===== config.mk =====
export PLATFORM = sky130hd
export DESIGN_NAME = whole_word_replace_insert_delete_flat
export DESIGN_NICKNAME = d
export VERILOG_FILES = /design/src/wwrid_pkg.sv /design/src/wwrid_if.sv /design/src/wwrid_regs.sv /design/src/whole_word_replace_insert_delete.sv /design/src/flat_wrapper.sv
export VERILOG_INCLUDE_DIRS = /design/src /design/src/src
export SDC_FILE = /design/constraint.sdc
export NUM_CORES = 1
export LEC_CHECK = 0
export BUFFER_PORTS_ARGS = -buffer_cell sky130_fd_sc_hd__buf_2
export CAP_MARGIN = 20
export CORE_MARGIN = 1.5
export CORE_UTILIZATION = 30
export CTS_CLUSTER_DIAMETER = 60
export DETAILED_ROUTE_END_ITERATION = 12
export HOLD_SLACK_MARGIN = 0.15
export MAX_ROUTING_LAYER = met4
export PLACE_DENSITY = 0.43
export SYNTH_ARGS = -nofsm -noshare
export SYNTH_HDL_FRONTEND = slang
export SYNTH_SLANG_ARGS = --single-unit
export TNS_END_PERCENT = 5

===== constraint.sdc =====
create_clock -name clk_i -period 3.1 [get_ports clk_i]
set_input_delay 0.155 -clock clk_i [delete_from_list [all_inputs] [get_ports clk_i]]
set_output_delay 0.155 -clock clk_i [all_outputs]
set_load 0.02 [all_outputs]

===== src/whole_word_replace_insert_delete_defines.svh =====
// assertion macros for the whole-word edit block
`ifndef WHOLE_WORD_REPLACE_INSERT_DELETE_DEFINES_SVH
`define WHOLE_WORD_REPLACE_INSERT_DELETE_DEFINES_SVH

`ifndef SYNTH
`define WWRID_ASSERT(lbl, prop) \
  lbl: assert property (@(posedge clk_i) disable iff (!rst_ni) prop) \
    else $error("wwrid assertion failed");
`define WWRID_NEVER(lbl, cond) \
  lbl: assert property (@(posedge clk_i) disable iff (!rst_ni) !(cond)) \
    else $error("wwrid forbidden condition seen");
`else
`define WWRID_ASSERT(lbl, prop)
`define WWRID_NEVER(lbl, cond)
`endif

`endif


===== src/wwrid_pkg.sv =====
package wwrid_pkg;

  localparam int MAX_WORD_LEN = 16;
  localparam int WORD_BYTES   = 16;
  localparam int LEN_W        = 5;
  localparam int IDX_W        = $clog2(WORD_BYTES);
  localparam int ADDR_W       = 6;
  localparam int DATA_W       = 64;

  localparam logic [7:0] SPACE_CHAR = 8'd32;

  localparam logic [1:0] MODE_REPLACE = 2'd0;
  localparam logic [1:0] MODE_INSERT  = 2'd1;
  localparam logic [1:0] MODE_DELETE  = 2'd2;
  localparam logic [1:0] MODE_KEEP    = 2'd3;

  localparam logic [2:0] REG_EDIT_MODE = 3'd0;
  localparam logic [2:0] REG_PAT_LO    = 3'd1;
  localparam logic [2:0] REG_PAT_HI    = 3'd2;
  localparam logic [2:0] REG_PAT_LEN   = 3'd3;
  localparam logic [2:0] REG_SUB_LO    = 3'd4;
  localparam logic [2:0] REG_SUB_HI    = 3'd5;
  localparam logic [2:0] REG_SUB_LEN   = 3'd6;

  typedef struct packed {
    logic [1:0]       edit_mode;
    logic [63:0]      pat_lo;
    logic [63:0]      pat_hi;
    logic [LEN_W-1:0] pat_len;
    logic [63:0]      sub_lo;
    logic [63:0]      sub_hi;
    logic [LEN_W-1:0] sub_len;
  } cfg_t;

  function automatic logic [7:0] byte_of(input logic [63:0] lo, input logic [63:0] hi,
                                         input logic [IDX_W-1:0] idx);
    logic [63:0] w;
    w = idx[IDX_W-1] ? hi : lo;
    return w[8*idx[IDX_W-2:0] +: 8];
  endfunction

endpackage


===== src/wwrid_if.sv =====
interface wwrid_in_if;
  logic       valid;
  logic       ready;
  logic [7:0] char_in;
  logic       end_of_text;

  modport source (output valid, output char_in, output end_of_text, input ready);
  modport sink (input valid, input char_in, input end_of_text, output ready);
endinterface

interface wwrid_out_if;
  logic       valid;
  logic       ready;
  logic [7:0] char_out;
  logic       run_last;
  logic       text_done;

  modport source (output valid, output char_out, output run_last, output text_done,
                  input ready);
  modport sink (input valid, input char_out, input run_last, input text_done,
                output ready);
endinterface


===== src/wwrid_regs.sv =====
module wwrid_regs (
  input  logic                          clk_i,
  input  logic                          rst_ni,
  input  logic                          psel,
  input  logic                          penable,
  input  logic                          pwrite,
  input  logic [wwrid_pkg::ADDR_W-1:0]  paddr,
  input  logic [wwrid_pkg::DATA_W-1:0]  pwdata,
  output logic [wwrid_pkg::DATA_W-1:0]  prdata,
  output logic                          pready,
  output wwrid_pkg::cfg_t               cfg_o
);
  import wwrid_pkg::*;

  cfg_t       cfg_q, cfg_d;
  logic [2:0] reg_idx;
  logic       wr_en;

  assign reg_idx = paddr[ADDR_W-1:3];
  assign wr_en   = psel && penable && pwrite && pready;
  assign pready  = 1'b1;
  assign cfg_o   = cfg_q;

  always_comb begin
    cfg_d = cfg_q;
    if (wr_en) begin
      case (reg_idx)
        REG_EDIT_MODE: cfg_d.edit_mode = pwdata[1:0];
        REG_PAT_LO:    cfg_d.pat_lo    = pwdata;
        REG_PAT_HI:    cfg_d.pat_hi    = pwdata;
        REG_PAT_LEN:   cfg_d.pat_len   = pwdata[LEN_W-1:0];
        REG_SUB_LO:    cfg_d.sub_lo    = pwdata;
        REG_SUB_HI:    cfg_d.sub_hi    = pwdata;
        REG_SUB_LEN:   cfg_d.sub_len   = pwdata[LEN_W-1:0];
        default: ;
      endcase
    end
  end

  always_comb begin
    case (reg_idx)
      REG_EDIT_MODE: prdata = {{(DATA_W-2){1'b0}}, cfg_q.edit_mode};
      REG_PAT_LO:    prdata = cfg_q.pat_lo;
      REG_PAT_HI:    prdata = cfg_q.pat_hi;
      REG_PAT_LEN:   prdata = {{(DATA_W-LEN_W){1'b0}}, cfg_q.pat_len};
      REG_SUB_LO:    prdata = cfg_q.sub_lo;
      REG_SUB_HI:    prdata = cfg_q.sub_hi;
      REG_SUB_LEN:   prdata = {{(DATA_W-LEN_W){1'b0}}, cfg_q.sub_len};
      default:       prdata = '0;
    endcase
  end

  always_ff @(posedge clk_i or negedge rst_ni) begin
    if (!rst_ni) begin
      cfg_q <= '{pat_len: LEN_W'(1), sub_len: LEN_W'(1), default: '0};
    end else begin
      cfg_q <= cfg_d;
    end
  end

endmodule


===== src/whole_word_replace_insert_delete.sv =====
// whole-word find and replace, insert or delete over a byte stream
// text_i takes one text byte per request, end_of_text marks the final byte;
// words are split by the space byte and runs of spaces collapse to one.
// text_o gives the edited text one byte per request; run_last flags the
// final byte caused by an input request, text_done the final byte of a text.
// the pattern, substitute and edit mode sit behind the apb port, 64-bit
// registers at byte address 8 * index; write them only while idle.
// an ordinary word byte is buffered and leaves the block idle, so it is ready again next cycle.
// at a word end one shared byte comparator walks the buffered word, one
// byte a cycle, then a single emitter sends one byte a cycle while the
// output can take it: space, substitute and word, up to 34 bytes.
// no new input byte is taken until the closing request is finished.
// output bytes pass a one-byte staging register into the output register,
// so a stalled receiver simply holds the sequencer; nothing is dropped.
// reset clears the sequencer, word count, flags and registers; the word
// buffer needs no clearing since only filled entries are read.
`include "whole_word_replace_insert_delete_defines.svh"

module whole_word_replace_insert_delete (
  input  logic                          clk_i,
  input  logic                          rst_ni,
  wwrid_in_if.sink                      text_i,
  wwrid_out_if.source                   text_o,
  input  logic                          psel,
  input  logic                          penable,
  input  logic                          pwrite,
  input  logic [wwrid_pkg::ADDR_W-1:0]  paddr,
  input  logic [wwrid_pkg::DATA_W-1:0]  pwdata,
  output logic [wwrid_pkg::DATA_W-1:0]  prdata,
  output logic                          pready
);
  import wwrid_pkg::*;

  localparam logic [2:0] ST_IDLE   = 3'd0;
  localparam logic [2:0] ST_CLOSE  = 3'd1;
  localparam logic [2:0] ST_MATCH  = 3'd2;
  localparam logic [2:0] ST_SEP    = 3'd3;
  localparam logic [2:0] ST_WORD   = 3'd4;
  localparam logic [2:0] ST_CHAR   = 3'd5;
  localparam logic [2:0] ST_FINISH = 3'd6;

  cfg_t cfg;

  wwrid_regs u_regs (
    .clk_i   (clk_i),
    .rst_ni  (rst_ni),
    .psel    (psel),
    .penable (penable),
    .pwrite  (pwrite),
    .paddr   (paddr),
    .pwdata  (pwdata),
    .prdata  (prdata),
    .pready  (pready),
    .cfg_o   (cfg)
  );

  logic [7:0]       word_q [WORD_BYTES];

  logic [2:0]       state_q, state_d;
  logic [7:0]       char_q, char_d;
  logic             eot_q, eot_d;
  logic             close_q, close_d;
  logic             set_ovf_q, set_ovf_d;
  logic [LEN_W-1:0] idx_q, idx_d;
  logic             src_sub_q, src_sub_d;
  logic             then_buf_q, then_buf_d;
  logic             then_char_q, then_char_d;
  logic             mism_q, mism_d;
  logic [LEN_W-1:0] count_q, count_d;
  logic             ovf_q, ovf_d;
  logic             any_q, any_d;
  logic             stg_valid_q, stg_valid_d;
  logic [7:0]       stg_byte_q, stg_byte_d;
  logic             out_valid_q, out_valid_d;
  logic [7:0]       out_char_q, out_char_d;
  logic             out_last_q, out_last_d;
  logic             out_done_q, out_done_d;

  logic             in_take, buf_we, is_space, room;
  logic             can_push, emit_ok, emit;
  logic [7:0]       emit_byte, rd_byte, pat_byte, sub_byte, cur_byte;
  logic [LEN_W-1:0] sub_len_eff, word_len, idx_inc;

  assign text_i.ready     = (state_q == ST_IDLE);
  assign text_o.valid     = out_valid_q;
  assign text_o.char_out  = out_char_q;
  assign text_o.run_last  = out_last_q;
  assign text_o.text_done = out_done_q;

  assign in_take  = text_i.valid && (state_q == ST_IDLE);
  assign is_space = (text_i.char_in == SPACE_CHAR);
  assign room     = (count_q < LEN_W'(MAX_WORD_LEN));
  assign buf_we   = in_take && !is_space && !ovf_q && room;

  assign rd_byte     = word_q[idx_q[IDX_W-1:0]];
  assign pat_byte    = byte_of(cfg.pat_lo, cfg.pat_hi, idx_q[IDX_W-1:0]);
  assign sub_byte    = byte_of(cfg.sub_lo, cfg.sub_hi, idx_q[IDX_W-1:0]);
  assign sub_len_eff = (cfg.sub_len > LEN_W'(WORD_BYTES)) ? LEN_W'(WORD_BYTES) : cfg.sub_len;
  assign word_len    = src_sub_q ? sub_len_eff : count_q;
  assign cur_byte    = src_sub_q ? sub_byte : rd_byte;
  assign idx_inc     = idx_q + LEN_W'(1);

  assign can_push = !out_valid_q || text_o.ready;
  assign emit_ok  = !stg_valid_q || can_push;

  always_comb begin
    state_d     = state_q;
    char_d      = char_q;
    eot_d       = eot_q;
    close_d     = close_q;
    set_ovf_d   = set_ovf_q;
    idx_d       = idx_q;
    src_sub_d   = src_sub_q;
    then_buf_d  = then_buf_q;
    then_char_d = then_char_q;
    mism_d      = mism_q;
    count_d     = count_q;
    ovf_d       = ovf_q;
    any_d       = any_q;
    stg_valid_d = stg_valid_q;
    stg_byte_d  = stg_byte_q;
    out_valid_d = out_valid_q;
    out_char_d  = out_char_q;
    out_last_d  = out_last_q;
    out_done_d  = out_done_q;
    emit        = 1'b0;
    emit_byte   = SPACE_CHAR;

    if (out_valid_q && text_o.ready) begin
      out_valid_d = 1'b0;
    end

    case (state_q)
      ST_IDLE: begin
        if (in_take) begin
          char_d      = text_i.char_in;
          eot_d       = text_i.end_of_text;
          close_d     = is_space || text_i.end_of_text;
          set_ovf_d   = 1'b0;
          then_buf_d  = 1'b0;
          then_char_d = 1'b0;
          src_sub_d   = 1'b0;
          idx_d       = '0;
          if (is_space) begin
            state_d = ST_CLOSE;
          end else if (ovf_q) begin
            state_d = ST_CHAR;
          end else if (room) begin
            count_d = count_q + LEN_W'(1);
            state_d = text_i.end_of_text ? ST_CLOSE : ST_IDLE;
          end else begin
            // word too long: flush it and the new byte
            set_ovf_d   = 1'b1;
            then_char_d = 1'b1;
            state_d     = ST_SEP;
          end
        end
      end
      ST_CLOSE: begin
        if (ovf_q || count_q == '0) begin
          state_d = ST_FINISH;
        end else begin
          mism_d  = (count_q != cfg.pat_len);
          idx_d   = '0;
          state_d = ST_MATCH;
        end
      end
      ST_MATCH: begin
        if (mism_q || idx_q == count_q) begin
          idx_d = '0;
          if (mism_q || cfg.edit_mode == MODE_KEEP) begin
            src_sub_d = 1'b0;
            state_d   = ST_SEP;
          end else begin
            case (cfg.edit_mode)
              MODE_REPLACE: begin
                src_sub_d = 1'b1;
                state_d   = (sub_len_eff == '0) ? ST_FINISH : ST_SEP;
              end
              MODE_INSERT: begin
                src_sub_d  = (sub_len_eff != '0);
                then_buf_d = (sub_len_eff != '0);
                state_d    = ST_SEP;
              end
              MODE_DELETE: begin
                state_d = ST_FINISH;
              end
              default: begin
                src_sub_d = 1'b0;
                state_d   = ST_SEP;
              end
            endcase
          end
        end else begin
          if (rd_byte != pat_byte) begin
            mism_d = 1'b1;
          end
          idx_d = idx_inc;
        end
      end
      ST_SEP: begin
        if (!any_q) begin
          any_d   = 1'b1;
          idx_d   = '0;
          state_d = ST_WORD;
        end else if (emit_ok) begin
          emit      = 1'b1;
          emit_byte = SPACE_CHAR;
          idx_d     = '0;
          state_d   = ST_WORD;
        end
      end
      ST_WORD: begin
        if (emit_ok) begin
          emit      = 1'b1;
          emit_byte = cur_byte;
          idx_d     = idx_inc;
          if (idx_inc == word_len) begin
            idx_d = '0;
            if (then_buf_q) begin
              then_buf_d = 1'b0;
              src_sub_d  = 1'b0;
              state_d    = ST_SEP;
            end else if (then_char_q) begin
              state_d = ST_CHAR;
            end else begin
              state_d = ST_FINISH;
            end
          end
        end
      end
      ST_CHAR: begin
        if (emit_ok) begin
          emit      = 1'b1;
          emit_byte = char_q;
          state_d   = ST_FINISH;
        end
      end
      ST_FINISH: begin
        if (!stg_valid_q || can_push) begin
          if (stg_valid_q) begin
            out_valid_d = 1'b1;
            out_char_d  = stg_byte_q;
            out_last_d  = 1'b1;
            out_done_d  = eot_q;
          end
          stg_valid_d = 1'b0;
          if (set_ovf_q) begin
            ovf_d   = 1'b1;
            count_d = '0;
          end
          if (close_q) begin
            ovf_d   = 1'b0;
            count_d = '0;
          end
          if (eot_q) begin
            any_d = 1'b0;
          end
          state_d = ST_IDLE;
        end
      end
      default: begin
        state_d = ST_IDLE;
      end
    endcase

    // staged byte moves on once a later byte of the same request exists
    if (emit) begin
      if (stg_valid_q) begin
        out_valid_d = 1'b1;
        out_char_d  = stg_byte_q;
        out_last_d  = 1'b0;
        out_done_d  = 1'b0;
      end
      stg_valid_d = 1'b1;
      stg_byte_d  = emit_byte;
    end
  end

  always_ff @(posedge clk_i) begin
    if (buf_we) begin
      word_q[count_q[IDX_W-1:0]] <= text_i.char_in;
    end
  end

  always_ff @(posedge clk_i or negedge rst_ni) begin
    if (!rst_ni) begin
      state_q     <= ST_IDLE;
      char_q      <= '0;
      eot_q       <= 1'b0;
      close_q     <= 1'b0;
      set_ovf_q   <= 1'b0;
      idx_q       <= '0;
      src_sub_q   <= 1'b0;
      then_buf_q  <= 1'b0;
      then_char_q <= 1'b0;
      mism_q      <= 1'b0;
      count_q     <= '0;
      ovf_q       <= 1'b0;
      any_q       <= 1'b0;
      stg_valid_q <= 1'b0;
      stg_byte_q  <= '0;
      out_valid_q <= 1'b0;
      out_char_q  <= '0;
      out_last_q  <= 1'b0;
      out_done_q  <= 1'b0;
    end else begin
      state_q     <= state_d;
      char_q      <= char_d;
      eot_q       <= eot_d;
      close_q     <= close_d;
      set_ovf_q   <= set_ovf_d;
      idx_q       <= idx_d;
      src_sub_q   <= src_sub_d;
      then_buf_q  <= then_buf_d;
      then_char_q <= then_char_d;
      mism_q      <= mism_d;
      count_q     <= count_d;
      ovf_q       <= ovf_d;
      any_q       <= any_d;
      stg_valid_q <= stg_valid_d;
      stg_byte_q  <= stg_byte_d;
      out_valid_q <= out_valid_d;
      out_char_q  <= out_char_d;
      out_last_q  <= out_last_d;
      out_done_q  <= out_done_d;
    end
  end

  `WWRID_NEVER(a_idle_stage_empty, state_q == ST_IDLE && stg_valid_q)
  `WWRID_ASSERT(a_ovf_no_count, ovf_q |-> count_q == '0)
  `WWRID_NEVER(a_count_bound, count_q > LEN_W'(MAX_WORD_LEN))
  `WWRID_ASSERT(a_word_idx, state_q == ST_WORD |-> idx_q < word_len)
  `WWRID_ASSERT(a_final_push,
    (state_q == ST_FINISH && stg_valid_q && can_push) |=> out_valid_q && out_last_q)

endmodule


===== src/flat_wrapper.sv =====
// flat-port wrapper written by rule: the top's interface ports become plain ports
module whole_word_replace_insert_delete_flat import wwrid_pkg::*;
  (clk_i, rst_ni, psel, penable, pwrite, paddr, pwdata, prdata, pready, text_i_valid, text_i_char_in, text_i_end_of_text, text_i_ready, text_o_valid, text_o_char_out, text_o_run_last, text_o_text_done, text_o_ready);
  wwrid_in_if text_i_i ();
  wwrid_out_if text_o_i ();
  input  logic clk_i;
  input  logic rst_ni;
  input  logic psel;
  input  logic penable;
  input  logic pwrite;
  input  logic [wwrid_pkg::ADDR_W-1:0] paddr;
  input  logic [wwrid_pkg::DATA_W-1:0] pwdata;
  output logic [wwrid_pkg::DATA_W-1:0] prdata;
  output logic pready;
  input wire logic [$bits(text_i_i.valid)-1:0] text_i_valid;
  input wire logic [$bits(text_i_i.char_in)-1:0] text_i_char_in;
  input wire logic [$bits(text_i_i.end_of_text)-1:0] text_i_end_of_text;
  output wire logic [$bits(text_i_i.ready)-1:0] text_i_ready;
  output wire logic [$bits(text_o_i.valid)-1:0] text_o_valid;
  output wire logic [$bits(text_o_i.char_out)-1:0] text_o_char_out;
  output wire logic [$bits(text_o_i.run_last)-1:0] text_o_run_last;
  output wire logic [$bits(text_o_i.text_done)-1:0] text_o_text_done;
  input wire logic [$bits(text_o_i.ready)-1:0] text_o_ready;
  assign text_i_i.valid = text_i_valid;
  assign text_i_i.char_in = text_i_char_in;
  assign text_i_i.end_of_text = text_i_end_of_text;
  assign text_i_ready = text_i_i.ready;
  assign text_o_valid = text_o_i.valid;
  assign text_o_char_out = text_o_i.char_out;
  assign text_o_run_last = text_o_i.run_last;
  assign text_o_text_done = text_o_i.text_done;
  assign text_o_i.ready = text_o_ready;
  whole_word_replace_insert_delete u_core (.clk_i(clk_i), .rst_ni(rst_ni), .text_i(text_i_i), .text_o(text_o_i), .psel(psel), .penable(penable), .pwrite(pwrite), .paddr(paddr), .pwdata(pwdata), .prdata(prdata), .pready(pready));
endmodule

==> key figures <==
Clock tree
  • CTS tree: built
  • TritonCTS buffer count: 56
  • Clock Tree Root: clkbuf_16
  • CTS clk-pin slew, worst paths: roughly 60 ps
  • Clock latency on the worst-skew pair: around 620 ps
  • CTS sink cnt: 445
  • Post-CTS resize count: 0
  • Worst-case clock buffer depth: 3
  • Htree depth: 2

Logic synthesis
  • Syn avg cell area: ~14 sq um
  • Cell Area, Synth: 0.02137 sq mm
  • Flops & latches, synth: 445
  • Async S/R FF share, synth: 0.7124
  • Synth unique cells: 67
  • Post-synth net total: 1600
  • Post-synth EDFFs: about 130
  • Synth Instances: ~1500
  • Main synth FF type: dfrtp_1
  • Warnings, synthesis: 0
  • Post-synthesis sequential area ratio: 0.5511

Worst setup path
  • Kind of end point of the critical path: flip-flop
  • CP arrival: roughly 3400 ps
  • Crit start category: flip-flop
  • Setup CP Type: flip-flop to flip-flop
  • WP buf/inv: 1
  • Critical Path RT: between 3000 and 4000 ps
  • Critical-path maximum fanout: 14
  • CP max stage delay: ~670 ps
  • Crit path max-delay family: multiplexers
  • Worst-path cell chain: buf_4 > mux4_2 > mux2i_1 > o21ai_0 > o32ai_1 > a2bb2oi_1 > a21oi_1
  • Worst path slowest cell: dfrtp_4

Routing
  • DR pass1 iterations: 5
  • Residual DRC: 0
  • WL per Instance: 24.38 microns
  • DRT iter0 DRCs: approximately 970
  • Antenna-violating nets left: 0
  • DR vias/cell: 5.174
  • Vias: between 10000 and 15000
  • Detailed Route WL: just under 70000 microns

Place
  • Cell Area, Placed: ~0.024 sq mm
  • Dpl cells: roughly 2600
  • DP HPWL: about 46000 microns
  • Routability cong.: ~0.8
  • Port bufs: 158
  • Pre-CTS WS: 93.58 ps

Pwr
  • Power Density: around 720 mW/mm^2
  • Maximum vdd ir drop: around 0.0004 V
  • Static Leakage: between 10 and 15 nW
  • Tot Pwr: between 15 and 20 mW

Flow run
  • Max Cap Viol: 0

Layout
  • Area Overhead vs Synth: 24.07%
  • Multi-input logic area: ~0.009 sq mm
  • Final core utilization: 0.3773
  • Share of cells above drive strength 1: 0.4033
  • Non-Filler Instances: roughly 2800
  • # nets final: around 1900
  • Fin area: between 0.02 and 0.03 sq mm
  • Flip-flop and latch area: 0.01179 sq mm
  • Fill cell count: between 6000 and 7000

STA
  • Final slew viol count: 0
  • Worst slew margin: 0.3978
  • RSZ-0062 raised after global routing: false
  • Hold slack: about 220 ps
  • Setup TNS Final: 0 ps
  • Peak Freq: 345.8 MHz
  • Final setup viols: 0
  • Final period util: 0.9329
  • Fin Clk Skew: roughly 33 ps
  • Worst Max-Slew Pin Slew: 901.5 ps
  • Final setup margin: 207.9 ps
  • Fin crit period: 2892 ps
  • Final Hold Viols: 0

Floorplanning
  • # IOs: about 160
  • Die Wd: approximately 270 microns
  • Die area: between 0.07 and 0.08 sq mm
  • DIE HEIGHT: around 270 microns
  • Initial Util: 0.3041
  • Site Rows: 97
  • Core area: 0.07027 sq mm

Global routing
  • Initial antenna violation count: 5
  • Gr ovfl total: 0
  • Pin count of the biggest net entering global routing: between 60 and 70
  • GRT Total Usage: 0.1909
  • First-pass GRT wire length: just over 100000 microns
  • Vias in the first global route: between 15000 and 20000

Min path
  • Hold Crit Class: input port to flip-flop

Outcome
  • Status: finished clean
## tightest hold or removal path: cells and delay by family
family | cells | cell delay (ps)
muxes | 1 | 220
and+or+nand+nor | 1 | 190
buffers and inverters | 1 | 220
## routing by layer
metal | global-route usage | vias to the layer above | part of all wire
met5 | - | - | 0
met4 | 0.03696 | 0 | 0.015
met3 | 0.02543 | 72 | 0.037
met2 | 0.3033 | 294 | 0.48
met1 | 0.2620 | 7622 | 0.47
li1 | - | 6359 | -
## repair_timing
| item | 4_1_cts | 5_1_grt |
|---|---|---|
| buffers inserted | 0 | 1 |
| endpoints found under the setup margin | 0 | 2 |
| hold endpoints to repair | 726 | 0 |
| hold buffers | 78 | 0 |
## where the power goes
group | internal, mW | switching [mW] | total, mW
Sequential | 7.04 | 0.837 | 7.88
Combinational | 2.17 | 2.40 | 4.58
Clock | 3.99 | 2.67 | 6.66
## worst paths after layout
kind | from | end | slack, ps | cells past startpoint
max | u_core.idx_q[3] | u_core.stg_byte_q[7] | 210 | 7
min | paddr[4] | u_core.u_regs.cfg_o[0] | 220 | 3
max reg2reg | u_core.idx_q[3] | u_core.stg_byte_q[7] | 210 | 7
min reg2reg | u_core.close_q | u_core.ovf_q | 480 | 1
max in group asynchronous | rst_ni | u_core.u_regs.cfg_o[48] | 1320 | 5
min in group asynchronous | rst_ni | u_core.u_regs.cfg_o[100] | 630 | 3
## kinds of logic (layout without fill, tap and decap cells)
group,count (synthesis),after routing,share of synthesized area
flip-flops,445,445,0.5511
multiplexers,425,425,0.2732
AO/OA/AOI/OAI,246,246,0.08021
AND/OR/NAND/NOR,245,245,0.05357
buffers and inverters,118,439,0.02898
XOR/XNOR,24,24,0.009835
adder cells (fa/ha/maj),5,5,0.002927
other,1,4,0.0001755
## cells in the mapped netlist (all sizes together), types with 6 or more instances
| cell type | number | area (sq um) |
|---|---|---|
| edfxtp | 128 | 3844 |
| nor2 | 62 | 235.2 |
| nor2b | 9 | 56.30 |
| xor2 | 14 | 122.6 |
| nand2b | 9 | 56.30 |
| clkbuf | 44 | 165.2 |
| xnor2 | 10 | 87.58 |
| nand3 | 17 | 85.08 |
| buf | 63 | 412.9 |
| a21oi | 35 | 175.2 |
| a221oi | 12 | 105.1 |
| a22oi | 128 | 965.9 |
| inv | 11 | 41.29 |
| o21ai | 33 | 165.2 |
| mux4 | 95 | 2170 |
| mux2 | 292 | 3288 |
| nand2 | 101 | 379.1 |
| nor3 | 16 | 85.08 |
| mux2i | 38 | 380.4 |
| a21o | 6 | 45.04 |
| and2 | 6 | 37.54 |
| dfrtp | 315 | 7883 |
## final cells by class
class,instances,share of cell area
inverters,11,0.001557
repair buffers,323,0.09711
clock buffers,71,0.05880
diodes,3,0.0002831
flip-flops and latches,445,0.4446
multi-input cells,946,0.3402
clock inverters,34,0.01312
well taps,940,0.04436
## sequential cells by signal, indices dropped and copies added, names as in the netlist, 3 cells and up, named ones only
register,cells
u_core.char_q,8
u_core.u_regs.cfg_o,268
u_core.word_q,128
u_core.state_q,3
u_core.stg_byte_q,8
u_core.count_q,5
u_core.idx_q,5
## cells in the final DEF, fill, tap and decap left out, types with 9 or more instances in the layout
cell | Yosys | layout
a21oi_1 | 35 | 35
a221oi_1 | 12 | 12
a22oi_1 | 127 | 127
buf_12 | 1 | 25
buf_2 | 38 | 157
buf_4 | 13 | 60
clkbuf_16 | 0 | 57
clkinv_2 | 0 | 10
dfrtp_1 | 315 | 311
dlygate4sd3_1 | 0 | 78
edfxtp_1 | 128 | 128
inv_1 | 11 | 11
mux2_2 | 291 | 291
mux2i_1 | 38 | 38
mux4_2 | 87 | 87
nand2_1 | 101 | 101
nand2b_1 | 9 | 9
nand3_1 | 17 | 17
nor2_1 | 61 | 58
nor3_1 | 15 | 15
o21ai_0 | 32 | 32
xnor2_1 | 10 | 10
xor2_1 | 14 | 14
Power figures use the tool's default switching activity.
